File: config.mk
export PLATFORM = sky130hd
export DESIGN_NAME = sync_length_checksum_deframer_core
export DESIGN_NICKNAME = d
export VERILOG_FILES = /design/src/sv/sld_pkg.sv /design/src/sv/sld_store.sv /design/src/sv/sld_parser.sv /design/src/sv/sld_emit.sv /design/src/sv/sync_length_checksum_deframer_core.sv
export SDC_FILE = /design/constraint.sdc
export NUM_CORES = 1
export LEC_CHECK = 0
export CORE_MARGIN = 1
export CORE_UTILIZATION = 45
export DETAILED_ROUTE_END_ITERATION = 8
export DONT_BUFFER_PORTS = 1
export SLEW_MARGIN = 5
export SYNTH_ARGS = -nofsm -noshare
export SYNTH_HDL_FRONTEND = slang
export SYNTH_SLANG_ARGS = --single-unit
File: constraint.sdc
create_clock -name clk -period 6.66 [get_ports clk]
set_input_delay 1.332 -clock clk [delete_from_list [all_inputs] [get_ports clk]]
set_output_delay 1.332 -clock clk [all_outputs]
set_load 0.01 [all_outputs]
File: src/sv/sld_pkg.sv
// Shared types, constants and register codes for the sync/length/checksum deframer.
package sld_pkg;

	localparam int MAX_PAYLOAD_DEF = 64;

	localparam int REG_AW  = 3;
	localparam int DATA_W  = 32;
	localparam int BYTE_W  = 8;
	localparam int INDEX_W = 6;

	localparam logic REG_SYNC_FIRST  = 1'b0;
	localparam logic REG_SYNC_SECOND = 1'b1;

	typedef enum logic [2:0] {
		PH_SYNC1 = 3'd0,
		PH_SYNC2 = 3'd1,
		PH_TYPE  = 3'd2,
		PH_LEN   = 3'd3,
		PH_DATA  = 3'd4,
		PH_SUM   = 3'd5
	} phase_t;

	typedef enum logic {
		EM_IDLE = 1'b0,
		EM_RUN  = 1'b1
	} emit_state_t;

	// Request from the parser to the emitter when a frame passes its checksum.
	typedef struct packed {
		logic              valid;
		logic [BYTE_W-1:0] ftype;
		logic [BYTE_W-1:0] len;
	} start_req_t;

	// Emitter status seen by the parser.
	typedef struct packed {
		logic busy;
		logic slot_free;
	} emit_status_t;

endpackage

File: src/sv/sld_store.sv
// Payload store: one write port and one read port with a registered read.
module sld_store #(
	parameter int DEPTH = sld_pkg::MAX_PAYLOAD_DEF,
	parameter int AW    = (DEPTH > 1) ? $clog2(DEPTH) : 1
) (
	input  logic                      clk,
	input  logic                      wr_en,
	input  logic [AW-1:0]             wr_addr,
	input  logic [sld_pkg::BYTE_W-1:0] wr_data,
	input  logic                      rd_en,
	input  logic [AW-1:0]             rd_addr,
	output logic [sld_pkg::BYTE_W-1:0] rd_data
);
	import sld_pkg::*;

	logic [BYTE_W-1:0] mem [DEPTH];
	logic [BYTE_W-1:0] rd_data_q;

	always_ff @(posedge clk) begin
		if (wr_en) begin
			mem[wr_addr] <= wr_data;
		end
	end

	// The read register holds its value until the next read is issued.
	always_ff @(posedge clk) begin
		if (rd_en) begin
			rd_data_q <= mem[rd_addr];
		end
	end

	assign rd_data = rd_data_q;

endmodule

File: src/sv/sld_parser.sv
// Input parser: sync hunt, header capture, payload write and checksum test.
module sld_parser #(
	parameter int MAX_PAYLOAD = sld_pkg::MAX_PAYLOAD_DEF,
	parameter int AW          = (MAX_PAYLOAD > 1) ? $clog2(MAX_PAYLOAD) : 1,
	parameter int LW          = $clog2(MAX_PAYLOAD + 1)
) (
	input  logic                       clk,
	input  logic                       arst_n,
	input  logic                       in_valid,
	output logic                       in_ready,
	input  logic [sld_pkg::BYTE_W-1:0] rx_byte,
	input  logic [sld_pkg::BYTE_W-1:0] sync_first,
	input  logic [sld_pkg::BYTE_W-1:0] sync_second,
	input  sld_pkg::emit_status_t      status,
	output sld_pkg::start_req_t        start,
	output logic                       wr_en,
	output logic [AW-1:0]              wr_addr,
	output logic [sld_pkg::BYTE_W-1:0] wr_data
);
	import sld_pkg::*;

	phase_t            phase_q, phase_d;
	logic [BYTE_W-1:0] type_q;
	logic [LW-1:0]     len_q;
	logic [LW-1:0]     count_q;
	logic [BYTE_W-1:0] sum_q;
	logic              accept;
	logic              len_too_big;
	logic [LW-1:0]     count_inc;
	logic [BYTE_W-1:0] sum_next;

	// The checksum byte may produce an empty-frame result, so it waits for a free slot.
	assign in_ready    = !status.busy && ((phase_q != PH_SUM) || status.slot_free);
	assign accept      = in_valid && in_ready;
	assign len_too_big = ({1'b0, rx_byte} > 9'(MAX_PAYLOAD));
	assign count_inc   = LW'(count_q + LW'(1));
	assign sum_next    = sum_q + rx_byte;

	always_comb begin
		phase_d = phase_q;
		case (phase_q)
			PH_SYNC2: begin
				if (rx_byte == sync_second) begin
					phase_d = PH_TYPE;
				end else if (rx_byte == sync_first) begin
					phase_d = PH_SYNC2;
				end else begin
					phase_d = PH_SYNC1;
				end
			end
			PH_TYPE: phase_d = PH_LEN;
			PH_LEN: begin
				if (len_too_big) begin
					phase_d = PH_SYNC1;
				end else if (rx_byte == 8'd0) begin
					phase_d = PH_SUM;
				end else begin
					phase_d = PH_DATA;
				end
			end
			PH_DATA: begin
				if (count_inc == len_q) begin
					phase_d = PH_SUM;
				end
			end
			PH_SUM: phase_d = PH_SYNC1;
			default: phase_d = (rx_byte == sync_first) ? PH_SYNC2 : PH_SYNC1;
		endcase
	end

	always_comb begin
		wr_en       = accept && (phase_q == PH_DATA);
		wr_addr     = count_q[AW-1:0];
		wr_data     = rx_byte;
		start.valid = accept && (phase_q == PH_SUM) && (rx_byte == sum_q);
		start.ftype = type_q;
		start.len   = BYTE_W'(len_q);
	end

	always_ff @(posedge clk or negedge arst_n) begin
		if (!arst_n) begin
			phase_q <= PH_SYNC1;
			type_q  <= '0;
			len_q   <= '0;
			count_q <= '0;
			sum_q   <= '0;
		end else if (accept) begin
			phase_q <= phase_d;
			case (phase_q)
				PH_TYPE: begin
					type_q <= rx_byte;
					sum_q  <= rx_byte;
				end
				PH_LEN: begin
					sum_q   <= sum_next;
					count_q <= '0;
					if (!len_too_big) begin
						len_q <= LW'(rx_byte);
					end
				end
				PH_DATA: begin
					sum_q   <= sum_next;
					count_q <= count_inc;
				end
				default: begin
				end
			endcase
		end
	end

endmodule

File: src/sv/sld_emit.sv
// Frame emitter: reads the payload store in order and drives the result register.
module sld_emit #(
	parameter int MAX_PAYLOAD = sld_pkg::MAX_PAYLOAD_DEF,
	parameter int AW          = (MAX_PAYLOAD > 1) ? $clog2(MAX_PAYLOAD) : 1,
	parameter int LW          = $clog2(MAX_PAYLOAD + 1)
) (
	input  logic                        clk,
	input  logic                        arst_n,
	input  sld_pkg::start_req_t         start,
	output sld_pkg::emit_status_t       status,
	output logic                        rd_en,
	output logic [AW-1:0]               rd_addr,
	input  logic [sld_pkg::BYTE_W-1:0]  rd_data,
	output logic                        out_valid,
	input  logic                        out_ready,
	output logic [sld_pkg::BYTE_W-1:0]  frame_type,
	output logic [sld_pkg::BYTE_W-1:0]  data_byte,
	output logic [sld_pkg::INDEX_W-1:0] byte_index,
	output logic                        last_of_frame,
	output logic                        empty_frame
);
	import sld_pkg::*;

	emit_state_t        state_q, state_d;
	logic [LW-1:0]      len_q;
	logic [LW-1:0]      rd_cnt_q;
	logic [BYTE_W-1:0]  type_q;
	logic               pend_s1;
	logic [INDEX_W-1:0] idx_s1;
	logic               last_s1;
	logic               out_valid_q;
	logic [BYTE_W-1:0]  type_out_q;
	logic [BYTE_W-1:0]  data_out_q;
	logic [INDEX_W-1:0] idx_out_q;
	logic               last_out_q;
	logic               empty_out_q;
	logic               slot_free;
	logic               load_out;
	logic               load_empty;
	logic               issue;
	logic               issue_last;
	logic [LW-1:0]      rd_cnt_inc;

	assign slot_free  = !out_valid_q || out_ready;
	assign load_out   = pend_s1 && slot_free;
	assign load_empty = start.valid && (start.len == '0);
	assign rd_cnt_inc = LW'(rd_cnt_q + LW'(1));
	assign issue_last = (rd_cnt_inc == len_q);

	always_comb begin
		state_d = state_q;
		case (state_q)
			EM_IDLE: begin
				if (start.valid && (start.len != '0)) begin
					state_d = EM_RUN;
				end
			end
			EM_RUN: begin
				if (issue && issue_last) begin
					state_d = EM_IDLE;
				end
			end
			default: state_d = EM_IDLE;
		endcase
	end

	// While a frame runs, a read goes out whenever the read register is free or hands its byte on this cycle.
	always_comb begin
		issue       = (state_q == EM_RUN) && (!pend_s1 || load_out);
		rd_en       = issue;
		rd_addr     = rd_cnt_q[AW-1:0];
		status.busy = (state_q == EM_RUN) || pend_s1;
		status.slot_free = slot_free;
	end

	always_ff @(posedge clk or negedge arst_n) begin
		if (!arst_n) begin
			state_q     <= EM_IDLE;
			pend_s1     <= 1'b0;
			out_valid_q <= 1'b0;
		end else begin
			state_q     <= state_d;
			pend_s1     <= issue || (pend_s1 && !load_out);
			out_valid_q <= load_out || load_empty || (out_valid_q && !out_ready);
		end
	end

	always_ff @(posedge clk) begin
		if (start.valid) begin
			type_q   <= start.ftype;
			len_q    <= LW'(start.len);
			rd_cnt_q <= '0;
		end else if (issue) begin
			rd_cnt_q <= rd_cnt_inc;
		end
		if (issue) begin
			idx_s1  <= INDEX_W'(rd_cnt_q);
			last_s1 <= issue_last;
		end
		if (load_out) begin
			type_out_q  <= type_q;
			data_out_q  <= rd_data;
			idx_out_q   <= idx_s1;
			last_out_q  <= last_s1;
			empty_out_q <= 1'b0;
		end else if (load_empty) begin
			type_out_q  <= start.ftype;
			data_out_q  <= '0;
			idx_out_q   <= '0;
			last_out_q  <= 1'b1;
			empty_out_q <= 1'b1;
		end
	end

	assign out_valid     = out_valid_q;
	assign frame_type    = type_out_q;
	assign data_byte     = data_out_q;
	assign byte_index    = idx_out_q;
	assign last_of_frame = last_out_q;
	assign empty_frame   = empty_out_q;

endmodule

File: src/sv/sync_length_checksum_deframer_core.sv
// Top level of the sync/length/checksum deframer with its APB register port.
//
//  Channel  | Direction | Handshake               | Payload
//  ---------+-----------+-------------------------+--------------------------------------------
//  input    | in        | in_valid / in_ready     | rx_byte
//  result   | out       | out_valid / out_ready   | frame_type, data_byte, byte_index,
//           |           |                         | last_of_frame, empty_frame
//  config   | in        | APB psel/penable/pwrite | paddr, pwdata, prdata, pready
//
// Header, payload and checksum bytes are taken at one item per cycle while in_ready is high.
// A good frame of N payload bytes is streamed out at one result per cycle while
// out_ready is high, after a start through the emitter state and the registered read
// of the payload store; input is held off (in_ready low) until the last read has been
// handed to the result register. Reset clears the parser, the emitter and both sync registers; the payload store
// needs no clearing pass, because only entries written in the current frame are read.
// A stalled result register holds its item and stops further store reads once the read register is full.
module sync_length_checksum_deframer_core #(
	parameter int MAX_PAYLOAD = sld_pkg::MAX_PAYLOAD_DEF
) (
	input  logic                        clk,
	input  logic                        arst_n,
	// Input channel
	input  logic                        in_valid,
	output logic                        in_ready,
	input  logic [sld_pkg::BYTE_W-1:0]  rx_byte,
	// Result channel
	output logic                        out_valid,
	input  logic                        out_ready,
	output logic [sld_pkg::BYTE_W-1:0]  frame_type,
	output logic [sld_pkg::BYTE_W-1:0]  data_byte,
	output logic [sld_pkg::INDEX_W-1:0] byte_index,
	output logic                        last_of_frame,
	output logic                        empty_frame,
	// Configuration port
	input  logic                        psel,
	input  logic                        penable,
	input  logic                        pwrite,
	input  logic [sld_pkg::REG_AW-1:0]  paddr,
	input  logic [sld_pkg::DATA_W-1:0]  pwdata,
	output logic [sld_pkg::DATA_W-1:0]  prdata,
	output logic                        pready
);
	import sld_pkg::*;

	// Store address width and the width of a length or count up to MAX_PAYLOAD.
	localparam int AW = (MAX_PAYLOAD > 1) ? $clog2(MAX_PAYLOAD) : 1;
	localparam int LW = $clog2(MAX_PAYLOAD + 1);

	logic [BYTE_W-1:0] sync_first_q;
	logic [BYTE_W-1:0] sync_second_q;
	logic              cfg_write;
	logic              reg_sel;

	start_req_t        start;
	emit_status_t      status;
	logic              wr_en;
	logic [AW-1:0]     wr_addr;
	logic [BYTE_W-1:0] wr_data;
	logic              rd_en;
	logic [AW-1:0]     rd_addr;
	logic [BYTE_W-1:0] rd_data;

	// Registers sit at byte addresses 0 and 4; address bit 2 picks the register,
	// so the low address bits alias onto the register of the same word.
	assign pready    = 1'b1;
	assign reg_sel   = paddr[2];
	assign cfg_write = psel && penable && pwrite && pready;

	always_ff @(posedge clk or negedge arst_n) begin
		if (!arst_n) begin
			sync_first_q  <= '0;
			sync_second_q <= '0;
		end else if (cfg_write) begin
			case (reg_sel)
				REG_SYNC_FIRST:  sync_first_q  <= pwdata[BYTE_W-1:0];
				REG_SYNC_SECOND: sync_second_q <= pwdata[BYTE_W-1:0];
				default: begin
				end
			endcase
		end
	end

	always_comb begin
		case (reg_sel)
			REG_SYNC_FIRST:  prdata = DATA_W'(sync_first_q);
			REG_SYNC_SECOND: prdata = DATA_W'(sync_second_q);
			default:         prdata = '0;
		endcase
	end

	// The parser walks the frame byte by byte and fills the store with payload.
	sld_parser #(
		.MAX_PAYLOAD (MAX_PAYLOAD),
		.AW          (AW),
		.LW          (LW)
	) u_parser (
		.clk         (clk),
		.arst_n      (arst_n),
		.in_valid    (in_valid),
		.in_ready    (in_ready),
		.rx_byte     (rx_byte),
		.sync_first  (sync_first_q),
		.sync_second (sync_second_q),
		.status      (status),
		.start       (start),
		.wr_en       (wr_en),
		.wr_addr     (wr_addr),
		.wr_data     (wr_data)
	);

	// Writes happen only while a frame is coming in and reads only while one is
	// going out, so the two ports never touch the same entry in the same cycle.
	sld_store #(
		.DEPTH   (MAX_PAYLOAD),
		.AW      (AW)
	) u_store (
		.clk     (clk),
		.wr_en   (wr_en),
		.wr_addr (wr_addr),
		.wr_data (wr_data),
		.rd_en   (rd_en),
		.rd_addr (rd_addr),
		.rd_data (rd_data)
	);

	// The emitter drains a checked frame from the store into the result register.
	sld_emit #(
		.MAX_PAYLOAD   (MAX_PAYLOAD),
		.AW            (AW),
		.LW            (LW)
	) u_emit (
		.clk           (clk),
		.arst_n        (arst_n),
		.start         (start),
		.status        (status),
		.rd_en         (rd_en),
		.rd_addr       (rd_addr),
		.rd_data       (rd_data),
		.out_valid     (out_valid),
		.out_ready     (out_ready),
		.frame_type    (frame_type),
		.data_byte     (data_byte),
		.byte_index    (byte_index),
		.last_of_frame (last_of_frame),
		.empty_frame   (empty_frame)
	);

endmodule

# After elaboration in Yosys (flattened, before gate mapping)
# Memory sizes are Yosys's and may differ from the RTL's. A register that Yosys moved wholly into a read port is not among the register bits.
# Cells that the tools add are included.
# word_totals
rom_bits	0
out_inout_bits	59
latchBits	0
input_bits	50
ramBits	512
register_bits	105
n_memories	1
# classes
multipliers	0
muxes	22
n_shift	0
n_addsub	3
order_cmp	1
n_reduce_logical	40
div_mod_pow	0
n_eq_ne	12
bitwise_logic	3
# mem_list
name	depth	word_bits	read_ports	rd_clocked_by_memory_dff	wr	line_no	source
u_store.mem	64	8	1	1	1	sld_store.sv:16	logic [BYTE_W-1:0] mem [DEPTH];
# op_table
op	count
32-bit case mux with 2 select lines	1
8-bit 2-to-1 mux	4
8-bit equality test	3
8-bit zero test	2
8-bit case mux with 2 select lines	1
3-bit case mux with 5 select lines	1
7-bit by 1-bit adder with 7-bit output, second input constant	2
7-bit equality test	2
1-bit logical AND	14
7-bit case mux with 2 select lines	1
6-bit 2-to-1 mux	2
2-bit AND reduction	6
3-bit 2-to-1 mux	3
8-bit adder	1
8-bit by 7-bit > comparator with 1-bit output, second input constant	1
1-bit 2-to-1 mux	8
8-bit nonzero test	1
1-bit logical OR	7
3-bit by 2-bit equality test with 1-bit output, second input constant	2
3-bit equality test, second input constant	2
2-bit nonzero test	3
1-bit zero test	5
3-bit by 1-bit equality test with 1-bit output, second input constant	1
3-bit != test, second input constant	1
5 further kinds	7

# Depth between registers and ports, before layout
# Gate-level depths: netlist of the first run.
# depth
depth_word	10
depth_mapped	8
ltp_nobuf	8

# Hierarchy
# From an unflattened synthesis of the first run, not the netlist that was laid out.
# unflattened
cells_unflattened	1426
hier_area_um2	25759.7
# modules_own_cells
mod	area_per_inst_um2	cells_each	n_inst
sld_store	20246.9	940	1
sld_parser	2317.2	244	1
sld_emit	2273.4	172	1
sync_length_checksum_deframer_core	922.1	70	1

# Least setup slack after synthesis of the first run
# No wires, ideal clock.
# synth_path
path_type	in2reg
startpoint	in rx_byte[5] (netlist bit)
endpoint	reg u_emit.idx_out_q[0] (netlist: u_emit.byte_index[0]) (enable)
slack_ps	2765
stages	6
required_time_ps	6305
arrival_time_ps	3540
path_buffers	0
cell_sequence	ha_1 nor4_1 nand2_1 a2111oi_4 and3_1 or2_2
# synth_lines
item	line_no	source
start: declaration	sync_length_checksum_deframer_core.sv:25	input logic [sld_pkg::BYTE_W-1:0] rx_byte,
end signal: assignment	sld_emit.sv:103	idx_out_q <= idx_s1;
end: declaration	sld_emit.sv:34	logic [INDEX_W-1:0] idx_out_q;

# Worst setup path after layout of the first run
# layout_path
startpoint	in out_ready
endpoint	out in_ready
# layout_between
elab_chain_cells	3
# layout_lines
item	line_no	source
start: declaration	sync_length_checksum_deframer_core.sv:28	input logic out_ready,
1-bit logical OR	sld_emit.sv:44	assign slot_free = !out_valid_q || out_ready;
1-bit logical OR	sld_parser.sv:33	assign in_ready = !status.busy && ((phase_q != PH_SUM) || status.slot_free);
1-bit logical AND	sld_parser.sv:33	
end: declaration	sync_length_checksum_deframer_core.sv:24	output logic in_ready,
# No other way between the ends.

==> results of run 1 <==
-- flip-flops by register name (all words and copies together) (netlist names), 3 cells and up --
signal and count:
u_parser.phase_q 3, sync_first_q 8, u_emit.idx_s1 6, u_parser.type_q 8
u_emit.len_q 7, u_store.mem 512, u_parser.len_q 7, u_emit.type_q 8
u_emit.rd_cnt_q 7, u_emit.data_byte 8, u_store.rd_data 8, u_parser.sum_q 8
u_emit.frame_type 8, u_emit.byte_index 6, u_parser.count_q 7, sync_second_q 8
-- cell type report --
type / count / area, sq um
sequential: 625 / 18400
inverter: 9 / 33.8
multi-input combinational: 664 / 6310
tap: 748 / 936
clock inverter: 32 / 184
timing repair buffer: 9 / 92.6
fill: 4475 / 27400
clock buffer: 86 / 1820
-- through the flow --
| step | total power, mW | area (sq um) | setup WS (ns) | hold slack [ns] |
|---|---|---|---|---|
| global route | 8.77 | 27800 | 2.90 | 0.402 |
| global placement | 5.11 | 25800 | 2.75 | 0.455 |
| CTS | 8.56 | 27800 | 3.02 | 0.395 |
| floorplan | 5.01 | 25300 | 2.77 | 0.406 |
| detailed placement | 5.13 | 25800 | 2.75 | 0.460 |
| finish | 8.48 | 27800 | 3.02 | 0.436 |
-- critical path: stages --
cell      delay (ns)
nand2b_1        0.45
nor2_1          0.10
nor3_1          0.42
-- cell usage in the layout, fill, tap and decap left out, types with 5 or more instances in the layout --
cell type  synthesis  layout
dfrtp_1           52      52
nand3_1           43      43
nor3_1             9       9
buf_4             26       7
dfxtp_1            8       6
nor4_1             5       5
and4_1             8       8
clkinv_1           0      15
conb_1             2      25
o21a_1             6       6
clkbuf_1          49      14
or3_1              8       8
o21ai_0           27      27
and3_1            18      18
nor2_1            88      88
nand2_1           54      54
nand4_1            6       6
a22oi_1           67      67
ha_1               9       9
edfxtp_1         565     565
mux2_2            38      38
a21oi_1           11      10
inv_1              9       9
nand3b_1           6       6
clkbuf_16          0      69
nor2b_1           11      10
clkinv_2           0      10
and2_1             6       6
nand2b_1           5       5
mux4_2           128     128
xor2_1            17      17
xnor2_1           23      23
-- power groups by stage --
| stage | Combinational, mW | Clock, mW | Sequential, mW |
|---|---|---|---|
| floorplan | 0.473 | 0 | 4.53 |
| global placement | 0.528 | 0 | 4.59 |
| detailed placement | 0.535 | 0 | 4.59 |
| CTS | 0.538 | 3.51 | 4.51 |
| global route | 0.598 | 3.65 | 4.53 |
| finish | 0.533 | 3.43 | 4.51 |
-- final timing paths --
path | cells after the start | start | endpoint
max | 3 | out_ready | in_ready
min | 0 | arst_n | u_parser.len_q[6]
max reg2reg | 5 | u_emit.rd_cnt_q[0] | u_store.rd_data[2]
min reg2reg | 0 | u_parser.type_q[6] | u_emit.type_q[6]
max in group asynchronous | 0 | arst_n | u_parser.type_q[1]
min in group clk | 0 | u_parser.type_q[6] | u_emit.type_q[6]
-- per-layer routing --
metal,wire (um),track usage (%)
met3,3660,5.17
met5,13,0
met2,25400,29.7
met1,23400,27.3
met4,1290,6.43
-- logic make-up after synthesis --
kind of cell	after synthesis	synth area share, %
compound gates	140	3.95
xor+xnor	40	1.39
fa+ha+maj	10	0.527
buf+inv	113	2.15
flops	625	73.2
mux	169	13.3
other cells	2	0.0298
simple gates	280	5.53
==> results.md, run 1 <==
- Run status: finished clean
- Num CTS Buffers: 66
- R2R Setup Slk: 3.32 ns
- Synth cell types: 59
- Final period util: 54.6%
- Clock transition at path regs: 0.06 ns
- # setup viols final: 0
- Pre-antenna DRT Iters: 5
- FP Rows: 86
- N_diodes: 0
- Worst Path Required: 5.33 ns
- CTS Root Buffer Type: clkbuf_16
- GPL Wtd Cong: 0.783
- Inst Count DP: 2,055
- Largest net degree at the start of global routing: 97
- Final Max Slew Viols: 0
- Ys flop type: edfxtp_1
- Combinational share of power: 6.3%
- # DRC: 0
- Top cells by area, synth: edfxtp_1 67%, mux4_2 11%, dfrtp_1 5.2%
- Clock Skew: 0.0204 ns
- Nets@finish: 1,435
- Worst vdd ir: 0.000188 V
- Setup Buffers After CTS: 0
- Core area: 55,200 sq um
- Static Leak: 8.99 nW
- Minimum clock period: 3.64 ns
- WS Path Type: in2out
- Die H: 239 um
- Share of layout cells above drive strength 1: 19.4%
- Sequential fraction of design power: 53.2%
- Fin Setup TNS: 0 ns
- Setup crit start kind: input port
- Sink Count: 625
- Worst skew pair latency: 0.60 ns
- Starting DRT DRC Count: 1,015
- Syn Std Cell Area: 25,200 sq um
- # hold bufs at CTS: 0
- Crit-path max FO: 18
- Max cap viols: 0
- Share of the synthesized area in the top cell type: 67.4%
- Total track usage: 19.5%
- CP Capture Type: output pin
- Antenna violations before repair: 1
- P_sw: 1.87 mW
- First-pass GRT wire length: 80.9 mm
- Antenna-violating nets left: 0
- Ports: 109
- Syn_area_per_cell: 18.3 sq um
- Initial Util: 45.6%
- RSZ-0062 raised after global routing: no
- Flops & latches, synth: 625
- Slew HR: 16.7%
- Die ar.: 56,900 sq um
- Post-Syn Instances: 1,379
- Fin cells: 2,173
- Post-synth top cells: 565 x edfxtp_1, 128 x mux4_2, 88 x nor2_1
- Drt wl/cell: 24.7 um
- Most numerous cell in the Yosys netlist: edfxtp_1
- TritonCTS clock tree: built
- Util after Layout: 50.4%
- Switching portion of total power: 22.0%
- Max clock buf depth: 3
- Vias in the first global route: 12,500
- Seq/Total Area, Yosys: 73.2%
- Post-CTS Resized: 0
- Layout area overhead: 10.4%
- Worst-margin pin slew: 1.25 ns
- EDFF count, synth: 565
- Power Density: 305 nW/um^2
- Hold Fails Final Rpt: 0
- Yosys warning total: 0
- Achievable clock frequency: 0.275 GHz
- Post-DP HPWL: 30.9 mm
- Post-synth top area cell: edfxtp_1
- DR vias/cell: 5.68
- Routed Wire Length: 53.7 mm
- Worst hold path type: in2async
- Internal power: 6.61 mW
- Clock power frac: 40.5%
- Worst EP arrival: 2.31 ns
- H-tree depth: 3
- GRT overflow: 0
- Die Span X: 239 um
- Port Buffers: 0
- Routed vias: 12,400
- Post-synth ARST share: 8.32%
(Power assumes the default switching activity.)
==> run 2: changes to the inputs <==
clock period = 3.2 ns   (was 6.66 ns; I/O delays follow)
==> run 2 against run 1 <==
Compared with the run above: power up 120%; combinational power is 120% higher; clock power rose by 130%; global-route usage is 0.46 points higher; sequential share of layout area shrank 2.2 points; cell count up 4.2%; die area unchanged.
==> results.md, run 2 (same netlist as run 1, synthesis figures left out) <==
- TritonCTS clock tree: built
- Initial Util: 45.6%
- WHS: 0.152 ns
- Worst skew pair latency: 0.59 ns
- Fin Setup TNS: 0 ns
- Power Density: 636 nW/um^2
- CP Capture Type: output pin
- # DRC: 0
- Core area: 55,200 sq um
- Crit-path max FO: 10
- N_diodes: 0
- GRT overflow: 0
- Final period util: 79.0%
- H-tree depth: 3
- CP max-delay cell: dfrtp_1
- Worst EP arrival: 1.89 ns
- Setup crit start kind: flip-flop
- Die ar.: 56,900 sq um
- Clock transition at path regs: 0.06 ns
- Routed vias: 12,800
- Die H: 239 um
- Sink Count: 625
- Tot Pwr: 18.3 mW
- First-pass GRT wire length: 82.9 mm
- Worst Path Required: 2.56 ns
- Slew HR: 10.2%
- Reg with most FFs: u_store.mem
- Worst path bufs/invs: 0
- Vias in the first global route: 12,900
- Die Span X: 239 um
- Max cap viols: 0
- Most frequent cells in the layout: 565 x edfxtp_1, 128 x mux4_2, 91 x buf_4
- Layout area overhead: 14.2%
- Share of layout cells above drive strength 1: 24.3%
- Fin cells: 2,265
- FP Rows: 86
- Crit-path max cell delay: 0.51 ns
- Hold Fails Final Rpt: 0
- Largest net degree at the start of global routing: 73
- Routed Wire Length: 55.2 mm
- Cell breakdown of the critical path: nand3b_1 > nor2_1 > nor3_1
- GPL Wtd Cong: 0.933
- Achievable clock frequency: 0.395 GHz
- Post-DP HPWL: 32.5 mm
- CTS Root Buffer Type: clkbuf_16
- Worst hold path type: in2reg
- Clock Skew: 0.0199 ns
- Drt wl/cell: 24.4 um
- Pre-antenna DRT Iters: 5
- Most common cell after layout, fill and taps aside: edfxtp_1
- Crit-path leading delay family: simple AND/OR/NAND/NOR gates
- Worst-margin pin slew: 1.34 ns
- Worst vdd ir: 0.000445 V
- RSZ-0062 raised after global routing: no
- Inst Count DP: 2,143
- Ports: 109
- Final Max Slew Viols: 0
- Total track usage: 20.0%
- DR vias/cell: 5.65
- Static Leak: 9.59 nW
- Max reg flops: 512
- Antenna violations before repair: 1
- Nets@finish: 1,526
- Layout fillers: 4,398
- Starting DRT DRC Count: 1,074
- Max clock buf depth: 3
- Minimum clock period: 2.53 ns
- # setup viols final: 0
- Antenna-violating nets left: 0
- Port Buffers: 0
- WS Path Type: reg2out
- Num CTS Buffers: 67
- Run status: finished clean
-- run 2: cell count changes in the layout (fill, tap and decap cells not counted), moves of 2 or more --
cell / change
buf_4: +84
bufinv_16: +7
buf_12: +4
clkbuf_8: -3
clkbuf_16: +2
clkinvlp_4: -2
-- run 2: layer usage --
layer	part of all wire [%]	GRT usage [%]	routed length, um	up-vias
li1	-	-	-	5635
met1	44	28.6	24400	6687
met2	47	31.2	26100	384
met3	5.8	3.57	3220	92
met4	2.5	6.27	1400	2
met5	0.014	0	8	-
-- run 2: final cells by class --
cell class	count	area, sq um	area share [%]
repair buffers	99	841	2.92
well taps	748	936	3.25
flip-flops and latches	625	18400	64.1
inverters	9	33.8	0.117
clock buffers	84	1830	6.35
multi-input cells	664	6310	22.0
clock inverters	36	372	1.29
-- run 2: worst register-to-register path: stages (launching register included) --
cell     delay (ns)
dfrtp_1        0.48
nor3b_2        0.33
nand2_1        0.22
or3_1          0.53
nor2_1         0.40
buf_4          0.24
-- run 2: power by group --
part | leakage (nW) | internal (mW) | total [mW] | switching (mW)
Combinational | 2.68 | 0.546 | 1.16 | 0.611
Clock | 1.07 | 4.68 | 7.74 | 3.06
Sequential | 5.83 | 9.14 | 9.38 | 0.245
Total | 9.59 | 14.4 | 18.3 | 3.91
-- run 2: metrics by stage --
step	util, %	setup slack, ns	cell area, sq um
after floorplan	-	0.0387	25300
after global placement	48.0	0.428	26500
after detailed placement	48.0	0.455	26500
after CTS	52.1	0.660	28800
after global routing	52.1	0.536	28800
final	52.1	0.671	28800
-- run 2: worst paths after layout --
| kind | slack, ns | to | cells after the start | from |
|---|---|---|---|---|
| worst max-delay path | 0.67 | in_ready | 3 | u_parser.phase_q[1] |
| worst min-delay path | 0.15 | u_store.mem[8][6] | 0 | rx_byte[6] |
| worst max register to register | 0.72 | u_store.mem[25][2] | 5 | u_parser.phase_q[2] |
| worst min register to register | 0.48 | u_emit.type_q[3] | 0 | u_parser.type_q[3] |
| max in group asynchronous | 2.38 | u_parser.count_q[1] | 2 | arst_n |
| min in group asynchronous | 0.56 | u_parser.sum_q[0] | 2 | arst_n |
-- run 2: timing repair --
item                                   in CTS  in global routing
hold buffers                                2                  0
resized for setup                           0                  0
buffers inserted                            0                  0
endpoints found under the hold margin      52                  0
==> run 3: changes to the inputs <==
clock period = 2.3 ns   (was 3.2 ns; I/O delays follow)
==> run 3 against run 2 <==
Compared with the run above: clock skew is 0.0013 ns lower; sequential power is 39% higher; utilization is 2.0 points higher; sequential cell count stayed put; clock power is 24% higher; via count is 2.4% higher; worst setup slack worse by 0.65 ns; design area is 3.8% higher.
==> results.md, run 3 (same netlist as run 1, synthesis figures left out) <==
- Share of layout cells above drive strength 1: 29.9%
- Post-DP HPWL: 33.7 mm
- Largest net degree at the start of global routing: 67
- H-tree depth: 2
- Starting DRT DRC Count: 982
- GPL Wtd Cong: 0.831
- CP Capture Type: flip-flop
- Final period util: 99.1%
- Die ar.: 56,900 sq um
- Crit-path max FO: 6
- Clock Skew: 0.0186 ns
- Reg with most FFs: u_store.mem
- M3 GR Usage: 3.27%
- DR vias/cell: 5.57
- M2 GR Usage: 33.6%
- Achievable clock frequency: 0.439 GHz
- Setup crit start kind: flip-flop
- Worst skew pair latency: 0.63 ns
- CTS Root Buffer Type: clkbuf_16
- Worst vdd ir: 0.000618 V
- First-pass GRT wire length: 85.6 mm
- Max clock buf depth: 3
- GRT overflow: 0
- GRT Max-Usage Layer: met2
- Nets@finish: 1,617
- Clock transition at path regs: 0.06 ns
- Die Span X: 239 um
- Tot Pwr: 24.6 mW
- Max cap viols: 0
- Layout area overhead: 18.4%
- Worst hold path type: in2reg
- Fin cells: 2,354
- Static Leak: 10.1 nW
- Minimum clock period: 2.28 ns
- Total track usage: 20.8%
- Die H: 239 um
- Worst-margin pin slew: 0.824 ns
- Fin Setup TNS: 0 ns
- Power Density: 826 nW/um^2
- Sink Count: 625
- Initial Util: 45.6%
- Most common cell after layout, fill and taps aside: edfxtp_1
- Max reg flops: 512
- Final Max Slew Viols: 0
- Inst Count DP: 2,201
- Antenna violations before repair: 4
- # DRC: 0
- Worst Path Required: 2.67 ns
- Run status: finished clean
- Vias in the first global route: 13,100
- WS Path Type: reg2reg
- Drt wl/cell: 24.7 um
- Antenna-violating nets left: 0
- Routed vias: 13,100
- FP Rows: 86
- Most frequent cells in the layout: 565 x edfxtp_1, 143 x buf_4, 128 x mux4_2
- N_diodes: 0
- Met1 Use GR: 29.8%
- Ports: 109
- Core area: 55,200 sq um
- Port Buffers: 0
- Worst EP arrival: 2.66 ns
- Routed Wire Length: 58.1 mm
- Hold Fails Final Rpt: 0
- Slew HR: 44.5%
- # setup viols final: 0
- TritonCTS clock tree: built
- Num CTS Buffers: 61
- RSZ-0062 raised after global routing: yes
- Pre-antenna DRT Iters: 5
==> run 3: cell types whose count changed in the layout (fill, tap and decap cells not counted), sizes merged <==
cell,before,now
buf,98,179
bufinv,8,4
clkbuf,84,81
clkinv,25,26
clkinvlp,2,3
dlygate4sd3,1,14
==> run 3: metrics by stage <==
stage	instance area, sq um	hold WS (ns)	setup WS (ns)	utilization [%]
finish	29800	0.0617	0.0196	54.1
global route	29800	0.0418	-0.0395	54.1
CTS	29500	0.0142	0.00206	53.4
detailed placement	27200	0.166	0.00540	49.2
global placement	27200	0.165	0.0000249	49.2
floorplan	25400	0.164	-0.530	-
==> run 3: path summary, 6_finish.rpt <==
path                                    startpoint            endpoint  slack (ns)  cells after the start
worst max-delay path            u_emit.rd_cnt_q[0]  u_store.rd_data[3]        0.02                      7
worst min-delay path                    rx_byte[7]  u_parser.type_q[7]        0.06                      2
worst max register to register  u_emit.rd_cnt_q[0]  u_store.rd_data[3]        0.02                      7
worst min register to register  u_parser.type_q[5]    u_emit.type_q[5]        0.48                      0
max in group asynchronous                   arst_n      u_emit.state_q        1.71                      2
min in group asynchronous                   arst_n  u_parser.type_q[6]        0.36                      2
==> run 3: critical path: stages (launching register included) <==
cell,delay [ns]
dfxtp_4,0.38
buf_12,0.12
buf_12,0.16
buf_4,0.16
mux4_2,0.49
a22oi_1,0.23
nand3_1,0.23
and4_1,0.25
==> run 3: layer usage <==
layer / vias to the layer above / wire length (um)
met5: - / 0
met4: 0 / 937
met3: 65 / 2870
met2: 360 / 28100
met1: 6856 / 26200
li1: 5829 / -
==> run 3: what timing repair did <==
action	in CTS	in global routing
hold buffers	23	0
gates cloned	0	3
setup buffers	0	15
endpoints found under the hold margin	586	0
gates resized for setup	7	25
pin swaps	0	9
setup endpoints to repair	6	41
==> run 3: cell type report <==
cell class / count / area, sq um
Clock buffer: 78 / 1630
Clock inverter: 34 / 272
Fill cell: 4314 / 25400
Inverter: 9 / 33.8
Multi-Input combinational cell: 664 / 6510
Sequential cell: 625 / 18400
Tap cell: 748 / 936
Timing Repair Buffer: 196 / 2010
==> run 3: where the power goes <==
| part | switching [mW] | internal, mW | leakage [nW] |
|---|---|---|---|
| sequential | 0.316 | 12.7 | 5.83 |
| combinational | 1.09 | 0.957 | 3.31 |
| clock | 4.13 | 5.44 | 0.932 |
| total | 5.54 | 19.1 | 10.1 |
